**config.mk**
```make
export PLATFORM = sky130hd
export DESIGN_NAME = app_packet_framer_xor_bcc
export DESIGN_NICKNAME = d
export VERILOG_FILES = /design/src/design/apfx_pkg.sv /design/src/design/apfx_front.sv /design/src/design/apfx_queue.sv /design/src/design/apfx_back.sv /design/src/design/app_packet_framer_xor_bcc.sv
export SDC_FILE = /design/constraint.sdc
export NUM_CORES = 1
export LEC_CHECK = 0
export ABC_AREA = 0
export BUFFER_PORTS_ARGS = -buffer_cell sky130_fd_sc_hd__buf_4
export CAP_MARGIN = 15
export CORE_AREA = 2 2 131 229
export CTS_CLUSTER_DIAMETER = 30
export CTS_CLUSTER_SIZE = 10
export DETAILED_ROUTE_END_ITERATION = 7
export DIE_AREA = 0 0 133 231
export SETUP_SLACK_MARGIN = 0.2
export SLEW_MARGIN = 20
export SYNTH_ARGS = -nofsm -noshare
export SYNTH_HDL_FRONTEND = slang
export SYNTH_SLANG_ARGS = --single-unit
```
**constraint.sdc**
```tcl
create_clock -name clk -period 8.1 [get_ports clk]
set_input_delay 0.81 -clock clk [delete_from_list [all_inputs] [get_ports clk]]
set_output_delay 0.81 -clock clk [all_outputs]
set_load 0.01 [all_outputs]
```
**src/design/apfx_pkg.sv**
```systemverilog
// ----------------------------------------------------------------------------
// apfx_pkg
// Shared types, constants and helpers of the application packet framer.
// ----------------------------------------------------------------------------
package apfx_pkg;

  localparam int QUEUE_DEPTH = 2;
  localparam int CFG_INDEX_W = 3;
  localparam int CFG_DATA_W  = 9;
  localparam int IDX_W       = 4;

  localparam logic [8:0] SEQ_MOD_MAX = 9'd256;

  typedef enum logic [1:0] {
    CMD_DATA = 2'd0,
    CMD_CTRL = 2'd1,
    CMD_BODY = 2'd2,
    CMD_RSVD = 2'd3
  } cmd_t;

  typedef enum logic [CFG_INDEX_W-1:0] {
    CFG_DATA_TYPE   = 3'd0,
    CFG_START_TYPE  = 3'd1,
    CFG_END_TYPE    = 3'd2,
    CFG_SIZE_TAG    = 3'd3,
    CFG_SIZE_LEN    = 3'd4,
    CFG_NAME_TAG    = 3'd5,
    CFG_SEQ_MODULUS = 3'd6
  } cfg_idx_t;

  typedef enum logic [1:0] {
    JOB_DATA,
    JOB_CTRL,
    JOB_BODY,
    JOB_ERR
  } job_kind_t;

  typedef struct packed {
    logic [7:0] data_type_code;
    logic [7:0] start_type_code;
    logic [7:0] end_type_code;
    logic [7:0] size_tag;
    logic [7:0] size_length_code;
    logic [7:0] name_tag;
    logic [8:0] seq_modulus;
  } cfg_regs_t;

  // One classified command, as handed from the front end to the serializer.
  typedef struct packed {
    job_kind_t   kind;
    logic        close;   // packet check byte follows this job's bytes
    logic [7:0]  lead;    // resolved type code, or the body byte
    logic [7:0]  seq;
    logic [15:0] len;
    logic [31:0] fsize;
  } job_t;

  // Index of the final byte a job produces.
  function automatic logic [IDX_W-1:0] job_last_idx(job_kind_t kind, logic close);
    logic [IDX_W-1:0] base;
    case (kind)
      JOB_DATA: base = IDX_W'(3);
      JOB_CTRL: base = IDX_W'(8);
      JOB_BODY: base = IDX_W'(0);
      default:  base = IDX_W'(0);
    endcase
    if (kind == JOB_ERR) begin
      return base;
    end
    return base + IDX_W'(close);
  endfunction

endpackage

```
**src/design/apfx_front.sv**
```systemverilog
// ----------------------------------------------------------------------------
// apfx_front
// Accepts commands, checks their order and turns each into a framing job.
// ----------------------------------------------------------------------------
module apfx_front
  import apfx_pkg::*;
(
  input  logic        clk,
  input  logic        rst_n,
  input  cfg_regs_t   cfg,
  input  logic        in_valid,
  output logic        in_ready,
  input  logic [1:0]  in_cmd,
  input  logic        in_is_end,
  input  logic [15:0] in_body_length,
  input  logic [31:0] in_file_size,
  input  logic [7:0]  in_body_byte,
  input  logic        q_full,
  output logic        q_push,
  output job_t        q_job
);

  logic [7:0]  seq_r, seq_nxt;
  logic [15:0] left_r, left_nxt;
  logic        in_pkt_r, in_pkt_nxt;

  logic [8:0]  m_eff;
  logic [8:0]  seq_wide;
  logic [8:0]  seq_inc;
  logic [8:0]  seq_diff;
  logic [7:0]  seq_adv;
  logic        reducing;
  logic        accept;

  // A modulus of zero or above the byte range counts as 256.
  assign m_eff    = (cfg.seq_modulus == 9'd0 || cfg.seq_modulus > SEQ_MOD_MAX) ?
                    SEQ_MOD_MAX : cfg.seq_modulus;
  assign seq_wide = {1'b0, seq_r};
  assign seq_inc  = seq_wide + 9'd1;
  assign seq_diff = seq_wide - m_eff;
  assign seq_adv  = (seq_inc == m_eff) ? 8'd0 : seq_inc[7:0];

  // After a modulus change the counter is brought below the modulus by
  // repeated subtraction before the next command is taken.
  assign reducing = (seq_wide >= m_eff);
  assign in_ready = !q_full && !reducing;
  assign accept   = in_valid && in_ready;
  assign q_push   = accept;

  always_comb begin
    q_job.kind  = JOB_ERR;
    q_job.close = 1'b0;
    q_job.lead  = in_body_byte;
    q_job.seq   = seq_r;
    q_job.len   = in_body_length;
    q_job.fsize = in_file_size;
    seq_nxt     = seq_r;
    left_nxt    = left_r;
    in_pkt_nxt  = in_pkt_r;

    if (in_cmd == CMD_DATA && !in_pkt_r) begin
      q_job.kind  = JOB_DATA;
      q_job.lead  = cfg.data_type_code;
      q_job.close = (in_body_length == 16'd0);
      seq_nxt     = seq_adv;
      left_nxt    = in_body_length;
      in_pkt_nxt  = (in_body_length != 16'd0);
    end else if (in_cmd == CMD_CTRL && !in_pkt_r) begin
      q_job.kind  = JOB_CTRL;
      q_job.lead  = in_is_end ? cfg.end_type_code : cfg.start_type_code;
      q_job.close = (in_body_length[7:0] == 8'd0);
      left_nxt    = {8'd0, in_body_length[7:0]};
      in_pkt_nxt  = (in_body_length[7:0] != 8'd0);
    end else if (in_cmd == CMD_BODY && in_pkt_r && left_r != 16'd0) begin
      q_job.kind  = JOB_BODY;
      q_job.close = (left_r == 16'd1);
      left_nxt    = left_r - 16'd1;
      in_pkt_nxt  = (left_r != 16'd1);
    end
  end

  always_ff @(posedge clk) begin
    if (!rst_n) begin
      seq_r    <= 8'd1;
      left_r   <= 16'd0;
      in_pkt_r <= 1'b0;
    end else if (reducing) begin
      seq_r <= seq_diff[7:0];
    end else if (accept) begin
      seq_r    <= seq_nxt;
      left_r   <= left_nxt;
      in_pkt_r <= in_pkt_nxt;
    end
  end

endmodule

```
**src/design/apfx_queue.sv**
```systemverilog
// ----------------------------------------------------------------------------
// apfx_queue
// Small job queue that decouples the command front end from the serializer.
// ----------------------------------------------------------------------------
module apfx_queue
  import apfx_pkg::*;
#(
  parameter int DEPTH = QUEUE_DEPTH
) (
  input  logic clk,
  input  logic rst_n,
  input  logic push,
  input  job_t push_job,
  output logic full,
  input  logic pop,
  output logic valid,
  output job_t pop_job
);

  localparam int PTR_W = (DEPTH > 1) ? $clog2(DEPTH) : 1;
  localparam int CNT_W = $clog2(DEPTH + 1);

  job_t             slot_r [DEPTH];
  logic [PTR_W-1:0] wr_ptr_r, rd_ptr_r;
  logic [CNT_W-1:0] count_r;
  logic             do_pop;

  assign full    = (count_r == CNT_W'(DEPTH));
  assign valid   = (count_r != '0);
  assign pop_job = slot_r[rd_ptr_r];
  assign do_pop  = pop && valid;

  function automatic logic [PTR_W-1:0] ptr_inc(logic [PTR_W-1:0] p);
    return (p == PTR_W'(DEPTH - 1)) ? '0 : p + PTR_W'(1);
  endfunction

  always_ff @(posedge clk) begin
    if (push) begin
      slot_r[wr_ptr_r] <= push_job;
    end
  end

  always_ff @(posedge clk) begin
    if (!rst_n) begin
      wr_ptr_r <= '0;
      rd_ptr_r <= '0;
      count_r  <= '0;
    end else begin
      if (push) begin
        wr_ptr_r <= ptr_inc(wr_ptr_r);
      end
      if (do_pop) begin
        rd_ptr_r <= ptr_inc(rd_ptr_r);
      end
      if (push && !do_pop) begin
        count_r <= count_r + CNT_W'(1);
      end else if (do_pop && !push) begin
        count_r <= count_r - CNT_W'(1);
      end
    end
  end

endmodule

```
**src/design/apfx_back.sv**
```systemverilog
// ----------------------------------------------------------------------------
// apfx_back
// Serializes queued jobs into packet bytes and keeps the XOR check byte.
// ----------------------------------------------------------------------------
module apfx_back
  import apfx_pkg::*;
(
  input  logic       clk,
  input  logic       rst_n,
  input  cfg_regs_t  cfg,
  input  logic       job_valid,
  input  job_t       job,
  output logic       job_pop,
  output logic       out_valid,
  input  logic       out_ready,
  output logic [7:0] out_byte,
  output logic       out_packet_end,
  output logic       out_run_last,
  output logic       out_order_error
);

  logic [IDX_W-1:0] idx_r;
  logic [7:0]       acc_r;
  logic             out_valid_r;
  logic [7:0]       out_byte_r;
  logic             packet_end_r, run_last_r, order_error_r;

  logic [IDX_W-1:0] last_idx;
  logic             is_last, is_check, step;
  logic [7:0]       byte_sel;

  assign last_idx = job_last_idx(job.kind, job.close);
  assign is_last  = (idx_r == last_idx);
  assign is_check = job.close && is_last;
  assign step     = job_valid && (!out_valid_r || out_ready);
  assign job_pop  = step && is_last;

  always_comb begin
    byte_sel = acc_r;
    case (job.kind)
      JOB_DATA: begin
        case (idx_r)
          IDX_W'(0): byte_sel = job.lead;
          IDX_W'(1): byte_sel = job.seq;
          IDX_W'(2): byte_sel = job.len[15:8];
          IDX_W'(3): byte_sel = job.len[7:0];
          default:   byte_sel = acc_r;
        endcase
      end
      JOB_CTRL: begin
        case (idx_r)
          IDX_W'(0): byte_sel = job.lead;
          IDX_W'(1): byte_sel = cfg.size_tag;
          IDX_W'(2): byte_sel = cfg.size_length_code;
          IDX_W'(3): byte_sel = job.fsize[31:24];
          IDX_W'(4): byte_sel = job.fsize[23:16];
          IDX_W'(5): byte_sel = job.fsize[15:8];
          IDX_W'(6): byte_sel = job.fsize[7:0];
          IDX_W'(7): byte_sel = cfg.name_tag;
          IDX_W'(8): byte_sel = job.len[7:0];
          default:   byte_sel = acc_r;
        endcase
      end
      JOB_BODY: byte_sel = (idx_r == '0) ? job.lead : acc_r;
      default:  byte_sel = 8'd0;
    endcase
    if (is_check) begin
      byte_sel = acc_r;
    end
  end

  always_ff @(posedge clk) begin
    if (!rst_n) begin
      idx_r       <= '0;
      acc_r       <= 8'd0;
      out_valid_r <= 1'b0;
    end else begin
      if (step) begin
        out_valid_r <= 1'b1;
        idx_r       <= is_last ? '0 : idx_r + IDX_W'(1);
        if (job.kind != JOB_ERR) begin
          acc_r <= is_check ? 8'd0 : (acc_r ^ byte_sel);
        end
      end else if (out_ready) begin
        out_valid_r <= 1'b0;
      end
    end
  end

  always_ff @(posedge clk) begin
    if (step) begin
      out_byte_r    <= byte_sel;
      packet_end_r  <= is_check;
      run_last_r    <= is_last;
      order_error_r <= (job.kind == JOB_ERR);
    end
  end

  assign out_valid       = out_valid_r;
  assign out_byte        = out_byte_r;
  assign out_packet_end  = packet_end_r;
  assign out_run_last    = run_last_r;
  assign out_order_error = order_error_r;

endmodule

```
**src/design/app_packet_framer_xor_bcc.sv**
```systemverilog
// ----------------------------------------------------------------------------
// app_packet_framer_xor_bcc
// Application packet framer: turns begin and body commands into a byte
// stream of data and control packets, each closed by an XOR check byte.
// ----------------------------------------------------------------------------
//
//   Channel  Direction  Transfer contents
//   in_      slave      tdata: body_length, file_size, body_byte
//                       tuser: cmd, is_end
//   out_     master     tdata: out_byte; tlast: packet_end
//                       tuser: run_last, order_error
//   cfg_     write      one framing register per write, no read-back
//
// The output stream moves one byte per cycle while out_tready is high. A
// body byte command yields one byte (two when it closes the packet), so
// body streams run at one transfer per cycle unless the output stalls. A
// data begin yields four or five bytes and a control begin nine or ten;
// the front end keeps taking commands until the job queue fills. After a
// write to the sequence modulus, the input stalls while the sequence counter
// is reduced below the new modulus. Reset is synchronous and active low; it
// loads the register defaults and empties the queue and the output register.
//
// The front end checks command order and resolves the type code and sequence
// byte; the back end walks each job byte by byte and keeps the running XOR.
// The back end moves on only when the output register is empty or its byte is taken.
// ----------------------------------------------------------------------------
module app_packet_framer_xor_bcc
  import apfx_pkg::*;
#(
  parameter int QUEUE_DEPTH_P = QUEUE_DEPTH
) (
  input  logic                   clk,
  input  logic                   rst_n,

  input  logic                   cfg_we,
  input  logic [CFG_INDEX_W-1:0] cfg_index,
  input  logic [CFG_DATA_W-1:0]  cfg_wdata,

  input  logic                   in_tvalid,
  output logic                   in_tready,
  // [15:0] body_length, [47:16] file_size, [55:48] body_byte
  input  logic [55:0]            in_tdata,
  // [1:0] cmd, [2] is_end
  input  logic [2:0]             in_tuser,

  output logic                   out_tvalid,
  input  logic                   out_tready,
  // [7:0] out_byte
  output logic [7:0]             out_tdata,
  output logic                   out_tlast,
  // [0] run_last, [1] order_error
  output logic [1:0]             out_tuser
);

  cfg_regs_t cfg_r;

  // Register writes are only to be issued while the framer is idle; the block itself does not enforce this.
  always_ff @(posedge clk) begin
    if (!rst_n) begin
      cfg_r.data_type_code   <= 8'd1;
      cfg_r.start_type_code  <= 8'd2;
      cfg_r.end_type_code    <= 8'd3;
      cfg_r.size_tag         <= 8'd0;
      cfg_r.size_length_code <= 8'd4;
      cfg_r.name_tag         <= 8'd1;
      cfg_r.seq_modulus      <= SEQ_MOD_MAX;
    end else if (cfg_we) begin
      unique case (cfg_index)
        CFG_DATA_TYPE:   cfg_r.data_type_code   <= cfg_wdata[7:0];
        CFG_START_TYPE:  cfg_r.start_type_code  <= cfg_wdata[7:0];
        CFG_END_TYPE:    cfg_r.end_type_code    <= cfg_wdata[7:0];
        CFG_SIZE_TAG:    cfg_r.size_tag         <= cfg_wdata[7:0];
        CFG_SIZE_LEN:    cfg_r.size_length_code <= cfg_wdata[7:0];
        CFG_NAME_TAG:    cfg_r.name_tag         <= cfg_wdata[7:0];
        CFG_SEQ_MODULUS: cfg_r.seq_modulus      <= cfg_wdata[8:0];
        default: ;
      endcase
    end
  end

  logic q_full, q_push, q_pop, q_valid;
  job_t q_in_job, q_out_job;
  logic [1:0] out_flags_unused;

  apfx_front u_front (
    .clk            (clk),
    .rst_n          (rst_n),
    .cfg            (cfg_r),
    .in_valid       (in_tvalid),
    .in_ready       (in_tready),
    .in_cmd         (in_tuser[1:0]),
    .in_is_end      (in_tuser[2]),
    .in_body_length (in_tdata[15:0]),
    .in_file_size   (in_tdata[47:16]),
    .in_body_byte   (in_tdata[55:48]),
    .q_full         (q_full),
    .q_push         (q_push),
    .q_job          (q_in_job)
  );

  apfx_queue #(
    .DEPTH (QUEUE_DEPTH_P)
  ) u_queue (
    .clk      (clk),
    .rst_n    (rst_n),
    .push     (q_push),
    .push_job (q_in_job),
    .full     (q_full),
    .pop      (q_pop),
    .valid    (q_valid),
    .pop_job  (q_out_job)
  );

  apfx_back u_back (
    .clk             (clk),
    .rst_n           (rst_n),
    .cfg             (cfg_r),
    .job_valid       (q_valid),
    .job             (q_out_job),
    .job_pop         (q_pop),
    .out_valid       (out_tvalid),
    .out_ready       (out_tready),
    .out_byte        (out_tdata),
    .out_packet_end  (out_tlast),
    .out_run_last    (out_flags_unused[0]),
    .out_order_error (out_flags_unused[1])
  );

  assign out_tuser = out_flags_unused;

endmodule
```
==> impl_metrics.json <==
{
  "layout_setup_ws_ns": 3.93,
  "crit_path_end_kind": "flop",
  "worstSetupPathType": "flop to flop",
  "pre_cts_slack_ns": 4.00,
  "via_per_inst": 5.58,
  "grt_pass1_vias": 9033,
  "worstRegToRegCells": 12,
  "vias": 9048,
  "synthArstFlopShare_pct": 0,
  "finalPower_mw": 4.12,
  "clkSlewWorstSetupHoldPaths_ns": 0.05,
  "num_io_pins": 89,
  "fin_area_um2": 13700,
  "min_path_cells": 2,
  "wl_per_cell_um": 20.5,
  "p_sw_share_pct": 30.6,
  "slowest_stage": "or3_1",
  "fin_skew_ns": 0.0167,
  "gr-total-overflow": 0,
  "dieWidth_um": 133,
  "ir_drop_v": 0.000141,
  "cpPeakStageDelay_ns": 0.86,
  "initial_utilization_pct": 40.2,
  "yosysSeqAreaShare_pct": 54.5,
  "diodes": 0,
  "max_slew_margin_pct": 27.4,
  "synth_area_leaders": "edfxtp_1, dfxtp_1, mux2i_1",
  "die_h_um": 231,
  "hold_path_class": "flop to flop",
  "cellPowerDensity_nw_per_um2": 299,
  "crit_chain": "nor4_1 -> nand2_1 -> ha_1 -> nand2b_1 -> ha_1 -> a211oi_1 -> nor2_1 -> o31a_1 -> o21a_1 -> or3_1 -> a2111oi_0 -> a31o_2",
  "drtAntennaViolNets": 0,
  "ys_ff_latch": 245,
  "drc": 0,
  "crit_fanout": 32,
  "power.switching_mw": 1.26,
  "dr.pass1.iters": 5,
  "combPwrFrac_pct": 23.8,
  "fin_crit_sh_pct": 51.5,
  "layout-drive-gt1-share_pct": 14.0,
  "syn_area_um2": 11700,
  "root_buffer": "clkbuf_16",
  "die-area_um2": 30700,
  "critPathMostFrequentCell": "ha_1",
  "mostFrequentLayoutCells": "nand2_1, edfxtp_1, a21oi_1",
  "io_buffer_count": 88,
  "synth_cell_types": 76,
  "status": "complete, no violations",
  "tightest_slew_ns": 1.09,
  "fmax_ghz": 0.240,
  "leakagePower_nw": 4.87,
  "holdWs_ns": 0.455,
  "synthToLayoutAreaGrowth_pct": 17.9,
  "netlist_instances": 1140,
  "power.internal_mw": 2.86,
  "cts.sinks": 245,
  "final_max_slew_viol_count": 0,
  "clkPwrFrac_pct": 36.4,
  "final_core_util_pct": 47.5,
  "grt_max_degree": 68,
  "globalplace.congestion": 0.963,
  "insertion_delay_ns": 0.52,
  "fin_nets": 1311,
  "ys.flop_type": "edfxtp_1",
  "finalCriticalPeriod_ns": 4.17,
  "grt_pass1_wl_um": 50700,
  "setup_tns_ns": 0,
  "synth-warning-count": 0,
  "dpl.hpwl_um": 24000,
  "num_rows": 83,
  "syn_avg_cell_area_um2": 10.2,
  "synth_top_area_share_pct": 37.3,
  "cts_resized": 0,
  "required_ns": 8.55,
  "post_dp_cell_area_um2": 12600,
  "finalSetupViolCount": 0,
  "finalNonFillerCells": 1622,
  "routed_wl_um": 33300,
  "antenna_found_initial": 0,
  "mostFrequentLayoutCell": "nand2_1",
  "core_um2": 29000,
  "cts_tree": "built",
  "worstPathArrival_ns": 4.62,
  "htree_levels": 2,
  "crit_path_start_kind": "flop",
  "track_usage_pct": 21.6,
  "cap_violations": 0,
  "hold_viol_final": 0,
  "cts-buffers-inserted": 37,
  "power.share.sequential_pct": 39.8,
  "synth_area_leader_cell": "edfxtp_1",
  "dp_cells": 1558,
  "drt-initial-drc-count": 647,
  "clk_path_buf_depth": 3,
  "cts_setup_buffers": 0,
  "rsz0062_at_grt": "no",
  "synth_edf_count": 145,
  "cts-hold-fix-buffers": 0,
  "synth_nets": 1236
}
[cell usage after synthesis (17+ instances only)]
cell type,instances
clkbuf_1,33
nand3_1,32
dfxtp_1,100
nand2b_1,17
o21ai_0,33
nand2_1,173
ha_1,19
inv_1,21
nor2_1,89
mux2i_1,73
a21oi_1,103
nor3_1,28
o22ai_1,31
edfxtp_1,145
[power by group through the flow]
| stage | Sequential, mW | Combinational (mW) | Clock (mW) |
|---|---|---|---|
| 5_1_grt | 1.66 | 1.07 | 1.57 |
| 2_1_floorplan | 1.65 | 0.675 | 0 |
| 3_3_place_gp | 1.66 | 0.974 | 0 |
| 3_5_place_dp | 1.66 | 0.979 | 0 |
| 6_report | 1.64 | 0.980 | 1.50 |
| 4_1_cts | 1.64 | 0.983 | 1.53 |
[state kept, by name (all words and copies together), names as in the netlist, 2 cells and up, named ones only]
| name | count |
|---|---|
| u_queue.slot_r | 134 |
| u_front.left_r | 16 |
| cfg_r | 57 |
| u_queue.count_r | 2 |
| u_front.seq_r | 8 |
| u_back.acc_r | 8 |
| u_back.idx_r | 4 |
| u_back.out_byte | 8 |
[critical path: cells and delay by family (launching register included)]
kind | cells | cell delay [ns]
adder cells (fa/ha/maj) | 2 | 0.68
flip-flops | 1 | 0.32
AO/OA/AOI/OAI | 5 | 1.55
AND/OR/NAND/NOR | 5 | 1.53
[cell families (layout without fill, tap and decap cells)]
family,after synthesis,count (layout),synth area share (%)
AOI/OAI and AO/OA,256,256,13.8
and+or+nand+nor,432,432,17.6
DFF,245,245,54.5
muxes,74,74,6.36
adders and majority gates,20,20,2.21
buffers and inverters,83,183,3.23
xor gates and xnor gates,30,30,2.32
[final cells by class]
type / count / area, um2
clock buffers: 50 / 1010
clock inverters: 14 / 151
fillers: 2762 / 15200
inverters: 22 / 85.1
multi-input cells: 812 / 4930
flip-flops and latches: 245 / 6360
well taps: 382 / 478
repair buffers: 97 / 728
[worst paths after layout]
check | startpoint | end | slack [ns]
worst max register to register | cfg_r[4] | u_front.left_r[7] | 3.93
worst min-delay path | cfg_r[14] | cfg_r[14] | 0.46
worst min register to register | cfg_r[14] | cfg_r[14] | 0.46
worst max-delay path | cfg_r[4] | u_front.left_r[7] | 3.93
[metal layers]
layer  routed length, um  vias up  global-route usage, %  part of all wire, %
met5                   0        -                      0                    0
met4                2040        0                   13.4                  6.1
met3                1460       82                   2.83                  4.4
met2               17500      248                   39.5                   53
met1               12300     4367                   23.2                   37
li1                    -     4351                      -                    -
(Power assumes the default switching activity.)
